### src/hsm_pkg.sv
`default_nettype none
// ----------------------------------------------------------------------------
// hsm_pkg: shared types and constants for the Hermitian symmetry mapper
// Sample and result payload types, front-to-back control and queue status.
// ----------------------------------------------------------------------------
package hsm_pkg;

	localparam int SAMPLE_BITS = 16;
	localparam int CFG_BITS = 4;
	localparam int CFG_IDX_BITS = 1;

	// register indexes
	localparam logic [CFG_IDX_BITS-1:0] REG_FFT_LOG2 = 1'd0;
	localparam logic [CFG_IDX_BITS-1:0] REG_MIRROR_MODE = 1'd1;

	localparam logic [3:0] MIN_LOG2 = 4'd2;
	localparam logic [3:0] FFT_LOG2_RESET = 4'd6;

	localparam int FIFO_DEPTH = 4;
	localparam int PTR_BITS = $clog2(FIFO_DEPTH);
	localparam int LVL_BITS = $clog2(FIFO_DEPTH + 3);

	localparam logic signed [SAMPLE_BITS-1:0] SAMPLE_MIN = {1'b1, {(SAMPLE_BITS-1){1'b0}}};
	localparam logic signed [SAMPLE_BITS-1:0] SAMPLE_MAX = {1'b0, {(SAMPLE_BITS-1){1'b1}}};

	typedef struct packed {
		logic signed [SAMPLE_BITS-1:0] sample_re;
		logic signed [SAMPLE_BITS-1:0] sample_im;
	} sample_t;

	typedef struct packed {
		logic signed [SAMPLE_BITS-1:0] out_re;
		logic signed [SAMPLE_BITS-1:0] out_im;
		logic                          out_last;
		logic                          frame_valid;
	} result_t;

	// classification of one request, aligned with the bank read data
	typedef struct packed {
		logic valid;
		logic zero;
		logic negate;
		logic last;
		logic frame_valid;
	} ctrl_t;

	typedef struct packed {
		logic                room;
		logic [LVL_BITS-1:0] level;
	} back_stat_t;

	function automatic logic signed [SAMPLE_BITS-1:0] sat_neg(
		input logic signed [SAMPLE_BITS-1:0] x
	);
		logic signed [SAMPLE_BITS-1:0] r;
		if (x == SAMPLE_MIN) begin
			r = SAMPLE_MAX;
		end else begin
			r = -x;
		end
		return r;
	endfunction

endpackage
`default_nettype wire

### src/hsm_back.sv
`default_nettype none
// ----------------------------------------------------------------------------
// hsm_back: symmetry fix-up and result queue
// Zeroes or conjugates the bank read data and queues the result so the
// output side can stall without holding up the front.
// ----------------------------------------------------------------------------
module hsm_back (
	input  wire logic                              clk,
	input  wire logic                              arst_n,
	input  wire hsm_pkg::ctrl_t                    ctrl_s1,
	input  wire logic [2*hsm_pkg::SAMPLE_BITS-1:0] ram_rdata,
	output      hsm_pkg::back_stat_t               stat,
	output      logic                              result_valid,
	input  wire logic                              result_stall,
	output      hsm_pkg::result_t                  result
);
	import hsm_pkg::*;

	result_t             fifo_q [FIFO_DEPTH];
	logic [PTR_BITS-1:0] wr_ptr_q;
	logic [PTR_BITS-1:0] rd_ptr_q;
	logic [LVL_BITS-1:0] level_q;
	result_t             fixed;
	logic signed [SAMPLE_BITS-1:0] rd_re;
	logic signed [SAMPLE_BITS-1:0] rd_im;
	logic                push;
	logic                pop;

	assign rd_re = ram_rdata[2*SAMPLE_BITS-1:SAMPLE_BITS];
	assign rd_im = ram_rdata[SAMPLE_BITS-1:0];

	always_comb begin
		fixed.out_last    = ctrl_s1.last;
		fixed.frame_valid = ctrl_s1.frame_valid;
		if (ctrl_s1.zero) begin
			fixed.out_re = '0;
			fixed.out_im = '0;
		end else begin
			fixed.out_re = rd_re;
			fixed.out_im = ctrl_s1.negate ? sat_neg(rd_im) : rd_im;
		end
	end

	assign push         = ctrl_s1.valid;
	assign result_valid = (level_q != '0);
	assign pop          = result_valid && !result_stall;
	assign result       = fifo_q[rd_ptr_q];

	// room for a new request counting the one still in the read stage
	assign stat.level = level_q;
	assign stat.room  = (level_q + LVL_BITS'(ctrl_s1.valid)) < LVL_BITS'(FIFO_DEPTH);

	always_ff @(posedge clk) begin
		if (push) begin
			fifo_q[wr_ptr_q] <= fixed;
		end
	end

	always_ff @(posedge clk or negedge arst_n) begin
		if (!arst_n) begin
			wr_ptr_q <= '0;
			rd_ptr_q <= '0;
			level_q  <= '0;
		end else begin
			if (push) begin
				wr_ptr_q <= wr_ptr_q + PTR_BITS'(1);
			end
			if (pop) begin
				rd_ptr_q <= rd_ptr_q + PTR_BITS'(1);
			end
			level_q <= level_q + LVL_BITS'(push) - LVL_BITS'(pop);
		end
	end

endmodule
`default_nettype wire

### config.mk
export PLATFORM = sky130hd
export DESIGN_NAME = hsm_back
export DESIGN_NICKNAME = d
export VERILOG_FILES = /design/src/hsm_pkg.sv /design/src/hsm_back.sv
export SDC_FILE = /design/constraint.sdc
export NUM_CORES = 1
export LEC_CHECK = 0
export BUFFER_PORTS_ARGS = -buffer_cell sky130_fd_sc_hd__buf_2
export CAP_MARGIN = 30
export CORE_UTILIZATION = 60
export DETAILED_ROUTE_END_ITERATION = 8
export PLACE_DENSITY = 0.86
export SLEW_MARGIN = 5
export SYNTH_ARGS = -nofsm -noshare
export SYNTH_HDL_FRONTEND = slang
export SYNTH_SLANG_ARGS = --single-unit
### constraint.sdc
create_clock -name clk -period 3.4 [get_ports clk]
set_input_delay 0.68 -clock clk [delete_from_list [all_inputs] [get_ports clk]]
set_output_delay 0.68 -clock clk [all_outputs]
set_load 0.03 [all_outputs]
==> results.md <==
- Num rows: 35
- DRC: 0
- Synth area leaders: edfxtp_1 69%, mux4_2 13%, dfrtp_1 3.0%
- Primary FF master, synth: edfxtp_1
- Die height: 101 um
- Flop-to-flop setup slack: 1.53 ns
- Layout cell share with drive strength beyond 1: 0.405
- Synth Area in XOR/XNOR: 0.0222
- Initial antenna violation count: 0
- Synth Register Bits: 143
- Register area: 4260 um^2
- RSZ-0062 raised after global routing: no
- CTS max path bufs: 2
- Critical path type: reg2out
- Worst min path class: in2reg
- Syn nets: 353
- Setup Fix Bufs, Post-CTS: 0
- Worst-path clk slew: 0.06 ns
- Sink Count: 143
- Post-route ant nets: 0
- DP HPWL: 6300 um
- Crit. End Element: output pin
- Arrival @ worst endpoint: 2.08 ns
- Pin count of the biggest net entering global routing: 37
- Slew headroom: 0.378
- Worst Path Max Fanout: 20
- Fillers: 529
- Post-synthesis sequential area ratio: 0.721
- VDD IR-drop max: 533 uV
- Worst clock skew: 0.00681 ns
- Synth Area in Adders: 0.0191
- Die width: 101 um
- Period Utilization, post-route: 0.812
- Clock Tree Root: clkbuf_8
- Slew of the pin with the lowest slew margin: 0.933 ns
- Synth-to-Final Area Change: 20.5%
- Ys async rst share: 0.0490
- Iteration-0 DRC Markers: 180
- Power Total: 6.49 mW
- Die area: 10200 um^2
- CTS Buf Count: 17
- Post-Syn Instances: 304
- Routed vias: 3190
- R2R depth: 3
- Post-Place Cells: 500
- Clk_lat worst skew: 0.51 ns
- Max-slew violations: 0
- R2R Path Start: wr_ptr_q[1]$_DFFE_PN0P_
- Top-count cell post-synth: edfxtp_1
- 1st-pass router iterations: 4
- Final Instance Count excl. Fillers: 536
- Worst Setup Start Kind: flop
- IO Pins: 79
- Max Freq: 362 MHz
- Status: complete, no violations
- Global-route wire length before repair: 17200 um
- Area taken by multi-input logic gates: 1550 um^2
- Complex-gate fraction of the synthesized area: 0.0366
- H-tree Lvls: 4
- Grt ovf: 0
- Routability Congestion: 0.805
- Syn Area/Cell: 19.4 um^2
- Total GRT Usage: 0.240
- Synth top area share: 0.691
- Routed length per placed instance: 21.2 um
- Antenna cells: 0
- Routed WL: 11400 um
- Final net count: 443
- Initial Utilization: 0.631
- Synthesized cell area: 5910 um^2
- R2R Path End: fifo_q[1][2]$_DFFE_PP_
- IO buf count: 78
- Core Area: 9370 um^2
- Netlist cell types: 40
- Hold Vio Cnt, Final: 0
- MaxCap Viol Count: 0
- Synth Warn #: 0
- Fin util: 0.760
- Worst hold start: ctrl_s1[1]
- Worst hold endpoint: fifo_q[0][1]$_DFFE_PP_
- Post-synth top cells: 136 x edfxtp_1, 34 x mux4_2, 18 x nor2b_1, 14 x a21oi_1, 10 x inv_1
- Combinational family with the most area after synthesis: multiplexers
- Post-synth top area cell: edfxtp_1
- Setup TNS: 0 ns
- Post-synth EDFFs: 136
- Min cycle time layout: 2.76 ns
- CTS tree: yes
- Hold depth: 1
- Final setup fails: 0
- Routed vias/inst: 5.95
- Pwr per Cell Area: 911 nW/um^2
- Mux share of post-synthesis cell area: 0.133
- Vias in the first global route: 3289
- Required time worst endpoint: 2.72 ns
- Leakage Power: 2.55 nW
- Post-Synth Simple-Gate Area: 0.0510
## layout make-up
type,count,area share
sequential,143,0.598
timing repair buffer,86,0.0727
tap,129,0.0227
inverter,10,0.00527
multi-input combinational,136,0.218
clock buffer,19,0.0592
clock inverter,13,0.0234
## through the flow
step / setup slack [ns] / hold WS [ns] / instance area (um^2)
floorplan: 1.08 / 0.384 / 5910
global placement: 1.02 / 0.510 / 6450
detailed placement: 0.893 / 0.518 / 6450
CTS: 0.618 / 0.365 / 7050
global route: 0.558 / 0.354 / 7120
finish: 0.639 / 0.379 / 7120
## registers in the layout, indices dropped and copies added, names as in the netlist
register / cells
wr_ptr_q: 2
level_q: 3
rd_ptr_q: 2
fifo_q: 136
## worst max path at each step
stage	start	end	depth (start not counted)
after global placement	ram_rdata[0]	fifo_q[0][16]$_DFFE_PP_	7
after global routing	rd_ptr_q[1]$_DFFE_PN0P_	result[18]	3
after floorplan	ctrl_s1[4]	stat[3]	3
after detailed placement	ram_rdata[0]	fifo_q[0][16]$_DFFE_PP_	7
final	rd_ptr_q[1]$_DFFE_PN0P_	result[18]	3
after CTS	rd_ptr_q[1]$_DFFE_PN0P_	result[18]	3
## cells by family (layout without fill, tap and decap cells)
logic type | Yosys count | count (layout)
flops | 143 | 143
simple gates | 45 | 45
mux | 36 | 36
compound gates | 31 | 31
buf+inv | 25 | 128
xor+xnor | 15 | 15
fa+ha+maj | 9 | 9
## metal layers
metal | vias up | global-route usage | wire length, um | part of all wire
li1 | 1417 | - | - | -
met4 | 0 | 0.0970 | 165 | 0.014
met3 | 17 | 0.0573 | 697 | 0.061
met2 | 145 | 0.399 | 5980 | 0.53
met1 | 1611 | 0.310 | 4540 | 0.40
met5 | - | 0 | 0 | 0
## what timing repair did
item,4_1_cts,5_1_grt
endpoints found under the hold margin,7,0
gates resized for setup,0,0
hold buffers,1,0
## layout by cell type (no fill, tap or decap), drive strengths merged, types with 3 or more instances in the layout
master	Yosys	layout
bufinv	0	3
a21oi	14	14
mux4	34	34
nor4b	3	3
and2	4	4
edfxtp	136	136
o21ai	4	4
clkinv	0	6
nor2	3	3
clkinvlp	0	3
o41ai	4	4
buf	6	85
o31ai	4	4
clkbuf	9	19
nor2b	18	18
xnor2	6	6
inv	10	11
xor2	9	9
ha	9	9
dfrtp	7	7
## where the power goes
group	switching, mW	internal (mW)	total, mW
logic	1.36	0.819	2.18
registers	0.157	2.34	2.49
clock network	0.694	1.12	1.81
total	2.21	4.27	6.49
## critical path, cell delays in order, from the launching register on
cell	delay, ns
dfrtp_2	0.72
buf_4	0.32
mux4_2	0.33
buf_2	0.19
(Power assumes the default switching activity.)
