==> src/hsm_pkg.sv <==
`default_nettype none
// ----------------------------------------------------------------------------
// hsm_pkg: shared types and constants for the Hermitian symmetry mapper
// Sample and result payload types, front-to-back control and queue status.
// ----------------------------------------------------------------------------
package hsm_pkg;

	localparam int SAMPLE_BITS = 16;
	localparam int CFG_BITS = 4;
	localparam int CFG_IDX_BITS = 1;

	// register indexes
	localparam logic [CFG_IDX_BITS-1:0] REG_FFT_LOG2 = 1'd0;
	localparam logic [CFG_IDX_BITS-1:0] REG_MIRROR_MODE = 1'd1;

	localparam logic [3:0] MIN_LOG2 = 4'd2;
	localparam logic [3:0] FFT_LOG2_RESET = 4'd6;

	localparam int FIFO_DEPTH = 4;
	localparam int PTR_BITS = $clog2(FIFO_DEPTH);
	localparam int LVL_BITS = $clog2(FIFO_DEPTH + 3);

	localparam logic signed [SAMPLE_BITS-1:0] SAMPLE_MIN = {1'b1, {(SAMPLE_BITS-1){1'b0}}};
	localparam logic signed [SAMPLE_BITS-1:0] SAMPLE_MAX = {1'b0, {(SAMPLE_BITS-1){1'b1}}};

	typedef struct packed {
		logic signed [SAMPLE_BITS-1:0] sample_re;
		logic signed [SAMPLE_BITS-1:0] sample_im;
	} sample_t;

	typedef struct packed {
		logic signed [SAMPLE_BITS-1:0] out_re;
		logic signed [SAMPLE_BITS-1:0] out_im;
		logic                          out_last;
		logic                          frame_valid;
	} result_t;

	// classification of one request, aligned with the bank read data
	typedef struct packed {
		logic valid;
		logic zero;
		logic negate;
		logic last;
		logic frame_valid;
	} ctrl_t;

	typedef struct packed {
		logic                room;
		logic [LVL_BITS-1:0] level;
	} back_stat_t;

	function automatic logic signed [SAMPLE_BITS-1:0] sat_neg(
		input logic signed [SAMPLE_BITS-1:0] x
	);
		logic signed [SAMPLE_BITS-1:0] r;
		if (x == SAMPLE_MIN) begin
			r = SAMPLE_MAX;
		end else begin
			r = -x;
		end
		return r;
	endfunction

endpackage
`default_nettype wire

==> src/hsm_front.sv <==
`default_nettype none
// ----------------------------------------------------------------------------
// hsm_front: request intake and bin classification
// Holds the registers, bin counter and bank select, drives the bank RAM and
// runs the clearing sweep after reset.
// ----------------------------------------------------------------------------
module hsm_front #(
	parameter int MAX_FFT_LEN = 1024
) (
	input  wire logic                                  clk,
	input  wire logic                                  arst_n,
	input  wire logic                                  cfg_we,
	input  wire logic [hsm_pkg::CFG_IDX_BITS-1:0]      cfg_index,
	input  wire logic [hsm_pkg::CFG_BITS-1:0]          cfg_data,
	input  wire logic                                  sample_valid,
	output      logic                                  sample_stall,
	input  wire hsm_pkg::sample_t                      sample,
	input  wire logic                                  room,
	output      logic                                  ram_we,
	output      logic [$clog2(2*MAX_FFT_LEN)-1:0]      ram_waddr,
	output      logic [2*hsm_pkg::SAMPLE_BITS-1:0]     ram_wdata,
	output      logic                                  ram_re,
	output      logic [$clog2(2*MAX_FFT_LEN)-1:0]      ram_raddr,
	output      hsm_pkg::ctrl_t                        ctrl_s1
);
	import hsm_pkg::*;

	localparam int LW = $clog2(MAX_FFT_LEN);
	localparam int AW = LW + 1;
	localparam logic [3:0] MAX_L = 4'(LW);

	logic [3:0]    fft_log2_q;
	logic          mirror_mode_q;
	logic [LW-1:0] pos_q;
	logic          wr_bank_q;
	logic          have_frame_q;
	logic          clearing_q;
	logic [AW-1:0] clr_cnt_q;

	logic [3:0]    len_log2;
	logic [LW:0]   n;
	logic [LW-1:0] mask;
	logic [LW-1:0] half;
	logic [LW-1:0] k;
	logic [LW-1:0] src;
	logic          last;
	logic          zero;
	logic          keep;
	logic          accept;

	always_comb begin
		if (fft_log2_q < MIN_LOG2) begin
			len_log2 = MIN_LOG2;
		end else if (fft_log2_q > MAX_L) begin
			len_log2 = MAX_L;
		end else begin
			len_log2 = fft_log2_q;
		end
		n    = (LW+1)'(1) << len_log2;
		mask = n[LW-1:0] - LW'(1);
		half = n[LW:1];
		k    = ({1'b0, pos_q} >= n) ? '0 : pos_q;
		src  = (LW'(0) - k) & mask;
		last = (k == mask);
		zero = (k == '0) || (k == half);
		keep = mirror_mode_q ? (k > half) : (k < half);
	end

	assign sample_stall = clearing_q || !room;
	assign accept       = sample_valid && !sample_stall;

	// bank access: the read bank is always the one not being filled
	assign ram_re    = accept;
	assign ram_raddr = {~wr_bank_q, keep ? k : src};
	assign ram_we    = clearing_q || accept;
	assign ram_waddr = clearing_q ? clr_cnt_q : {wr_bank_q, k};
	assign ram_wdata = clearing_q ? '0 : {sample.sample_re, sample.sample_im};

	always_ff @(posedge clk or negedge arst_n) begin
		if (!arst_n) begin
			fft_log2_q    <= FFT_LOG2_RESET;
			mirror_mode_q <= 1'b0;
			pos_q         <= '0;
			wr_bank_q     <= 1'b0;
			have_frame_q  <= 1'b0;
			clearing_q    <= 1'b1;
			clr_cnt_q     <= '0;
			ctrl_s1       <= '0;
		end else begin
			if (clearing_q) begin
				clr_cnt_q <= clr_cnt_q + AW'(1);
				if (clr_cnt_q == {AW{1'b1}}) begin
					clearing_q <= 1'b0;
				end
			end
			ctrl_s1.valid <= accept;
			if (accept) begin
				ctrl_s1.zero        <= zero;
				ctrl_s1.negate      <= !zero && !keep;
				ctrl_s1.last        <= last;
				ctrl_s1.frame_valid <= have_frame_q;
				if (last) begin
					pos_q        <= '0;
					wr_bank_q    <= ~wr_bank_q;
					have_frame_q <= 1'b1;
				end else begin
					pos_q <= k + LW'(1);
				end
			end
			if (cfg_we) begin
				unique case (cfg_index)
					REG_FFT_LOG2: begin
						fft_log2_q <= cfg_data;
						pos_q      <= '0;
					end
					REG_MIRROR_MODE: begin
						mirror_mode_q <= cfg_data[0];
					end
					default: begin
					end
				endcase
			end
		end
	end

endmodule
`default_nettype wire

==> config.mk <==
export PLATFORM = sky130hd
export DESIGN_NAME = hsm_front
export DESIGN_NICKNAME = d
export VERILOG_FILES = /design/src/hsm_pkg.sv /design/src/hsm_front.sv
export SDC_FILE = /design/constraint.sdc
export NUM_CORES = 1
export LEC_CHECK = 0
export ABC_CLOCK_PERIOD_IN_PS = 7150
export BUFFER_PORTS_ARGS = -buffer_cell sky130_fd_sc_hd__buf_2
export CAP_MARGIN = 10
export CORE_ASPECT_RATIO = 2
export CORE_UTILIZATION = 40
export CTS_BUF_LIST = sky130_fd_sc_hd__clkbuf_4 sky130_fd_sc_hd__clkbuf_8
export CTS_CLUSTER_SIZE = 16
export DETAILED_ROUTE_END_ITERATION = 12
export PLACE_DENSITY = 0.73
export SYNTH_ARGS = -nofsm -noshare
export SYNTH_HDL_FRONTEND = slang
export SYNTH_SLANG_ARGS = --single-unit
==> constraint.sdc <==
create_clock -name clk -period 7.15 [get_ports clk]
set_clock_uncertainty 0.15 [all_clocks]
set_input_delay 1.0725 -clock clk [delete_from_list [all_inputs] [get_ports clk]]
set_output_delay 1.0725 -clock clk [all_outputs]
set_load 0.02 [all_outputs]
==> impl_metrics.json <==
{
  "status": "complete, no violations",
  "final_nets": 554,
  "root_buffer": "clkbuf_8",
  "netlist_top_cells_area": "dfrtp_1 25%, ha_1 10%, nor2b_1 7.5%, nand2_1 6.3%, o21ai_0 3.9%",
  "dpl-instance-area_um2": 3640,
  "synth-main-ff-cell": "dfrtp_1",
  "finalNonFillerCells": 582,
  "synth.most_common_cell": "nand2_1",
  "r2r_start": "fft_log2_q[2]",
  "grt_start_max_net_pins": 64,
  "yosys.area.top_type_share_pct": 25.1,
  "top_layer": "met4",
  "core_area_um2": 7540,
  "post_drt_via_cell_ratio": 5.65,
  "synth_seq_cells": 34,
  "synthToLayoutAreaGrowth_pct": 20.7,
  "critPathKind": "reg -> out",
  "place_hpwl_mm": 7.89,
  "hold_path_depth": 1,
  "postSynthAreaPerCell_um2": 7.83,
  "htree_levels": 2,
  "postCtsSetupBuffers": 0,
  "place_congestion": 1.02,
  "row_count": 45,
  "critPathRequiredTime_ns": 5.93,
  "hp-class": "reg -> reg",
  "startpoint_type": "register",
  "gr-total-overflow": 0,
  "power_uw": 678,
  "io_buffers": 103,
  "antenna_found_initial": 0,
  "worstPathArrival_ns": 5.33,
  "n_antenna_cell": 0,
  "die-area_um2": 8110,
  "yosys.cell_types.count": 60,
  "hold_viol": 0,
  "min_to": "have_frame_q",
  "design_area_um2": 3730,
  "drt-initial-drc-count": 154,
  "wl_met3_um": 561,
  "via_count": 3287,
  "slowest_delay_ns": 0.67,
  "p_per_area_nw_per_um2": 182,
  "grt_pass1_wl_mm": 15.9,
  "rr_worst_depth": 17,
  "wl_mm": 9.74,
  "period_share_pct": 91.7,
  "m1WireLength_mm": 3.38,
  "fp.dieW_um": 64.2,
  "p_leak_uw": 0.00192,
  "crit_slowest_cell": "dfstp_2",
  "grt_util_all_layers_pct": 25.8,
  "boundaryPins": 104,
  "start_util_pct": 41.0,
  "wl_per_cell_um": 16.7,
  "route.detailed.drc": 0,
  "first_pass_iters": 4,
  "grt_pass1_vias": 3305,
  "route.antenna.remaining_nets": 0,
  "clock_path_buffers": 2,
  "yosysSeqAreaShare_pct": 27.6,
  "clock-sinks": 34,
  "synth_common_cells": "52 x nand2_1, 37 x nor2b_1, 31 x dfrtp_1, 27 x nor2_1, 25 x ha_1",
  "syn_inst": 395,
  "synth_area_um2": 3090,
  "clk_pin_slew_worst_paths_ns": 0.07,
  "fmaxAchievable_mhz": 153,
  "relSlewSlack_pct": 37.6,
  "synth_edf_count": 0,
  "ys.warnings.count": 0,
  "dp.cells": 574,
  "cts_resized": 0,
  "cts_tree": "yes",
  "hp-start": "have_frame_q",
  "path_cells": "nor2b_1 > nand3_1 > ha_1 > and3_1 > nand3_1 > o21a_4 > or2_2 > nand2_1 > inv_1 > ha_1 > o21ai_0 > nand2b_1 > a21oi_1 > o21a_1 > or3b_2 > a311o_1 > mux2i_1 > a21oi_1 > buf_2",
  "numCtsBuffers": 5,
  "rsz0062_at_grt": "no",
  "hold_buffers": 0,
  "synth_async_sr_flop_share_pct": 100,
  "worst_setup_path_end_kind": "primary output",
  "clk_latency_ns": 0.31,
  "setup_tns_ns": 0,
  "irDropWorstVdd_mv": 0.132,
  "wl_met2_mm": 5.19,
  "cp_max_fo": 13,
  "reg2reg_slack_ns": 2.17,
  "r2r_end": "ctrl_s1[2]",
  "slew_viol_final": 0,
  "setup_viol": 0,
  "worst_pin_slew_ns": 0.935,
  "synth_top_cell_by_area": "dfrtp_1",
  "cap_viol_max_count": 0,
  "final_util_pct": 49.5,
  "die_height_um": 126,
  "min_period_ns": 6.56,
  "drive_above_1_share_pct": 28.1
}
-- per-stage QoR --
step	setup WS (ns)	hold WS, ns
after floorplan	1.31	0.280
after global placement	0.977	0.303
after detailed placement	0.975	0.310
after CTS	0.628	0.326
after global routing	0.278	0.344
final	0.595	0.319
-- worst max-delay path, delay by kind of cell (launching register included) --
kind | cells | cell delay [ns]
adder cells (fa/ha/maj) | 2 | 0.67
AND/OR/NAND/NOR | 8 | 1.87
flip-flops | 1 | 0.67
buffers and inverters | 2 | 0.31
multiplexers | 1 | 0.20
AO/OA/AOI/OAI | 6 | 1.29
-- cell type report --
type                       count  area [µm²]
clock buffer                   6        82.6
timing repair buffer         104         523
multi-input combinational    323        2070
fill                         794        3810
tap                           94         118
sequential                    34         855
inverter                      19        71.3
clock inverter                 2        12.5
-- state kept, by name, indices dropped and copies added (netlist names) --
| name | count |
|---|---|
| clearing_q | 1 |
| clr_cnt_q | 11 |
| ctrl_s1 | 5 |
| fft_log2_q | 4 |
| have_frame_q | 1 |
| mirror_mode_q | 1 |
| pos_q | 10 |
| wr_bank_q | 1 |
-- report_power, final --
| part | switching [µW] | internal (µW) | total [µW] |
|---|---|---|---|
| logic | 186 | 107 | 293 |
| registers | 23.9 | 206 | 230 |
| clock network | 77.9 | 77.4 | 155 |
| total | 288 | 391 | 678 |
-- layout by cell type, fill, tap and decap left out, drive strengths merged, types with 7 or more instances in the layout --
cell   synthesis  layout
o21ai         30      30
buf            7     104
dfrtp         31      31
nand3         22      22
nand4          8       8
and3           8       8
ha            25      25
nor2b         37      37
nor3           7       7
nor2          28      28
nand2         52      52
inv           18      18
a21oi         17      17
xnor2         11      11
-- cells by family after synthesis --
logic type / after synthesis / share of synthesized area (%)
other cells: 2 / 0.243
compound gates: 88 / 19.5
simple gates: 182 / 29.9
mux: 7 / 2.51
fa+ha+maj: 25 / 10.1
buf+inv: 42 / 5.87
xor+xnor: 15 / 4.25
flops: 34 / 27.6
-- how the worst max path moves through the flow --
| stage | depth (start not counted) | startpoint | to | slack (ns) |
|---|---|---|---|---|
| global route | 19 | fft_log2_q[2] | ram_raddr[3] | 0.28 |
| global placement | 18 | fft_log2_q[2] | ram_raddr[0] | 0.98 |
| floorplan | 20 | fft_log2_q[2] | ram_raddr[0] | 1.31 |
| finish | 19 | fft_log2_q[2] | ram_raddr[7] | 0.59 |
| CTS | 18 | fft_log2_q[2] | ram_raddr[0] | 0.63 |
| detailed placement | 18 | fft_log2_q[2] | ram_raddr[0] | 0.97 |
-- layer usage --
metal | up-vias | track usage (%)
li1 | 1568 | -
met1 | 1529 | 25.8
met2 | 154 | 48.1
met3 | 36 | 2.88
met4 | 0 | 17.5
met5 | - | 0
No activity file was read; power rests on OpenSTA's default activity.
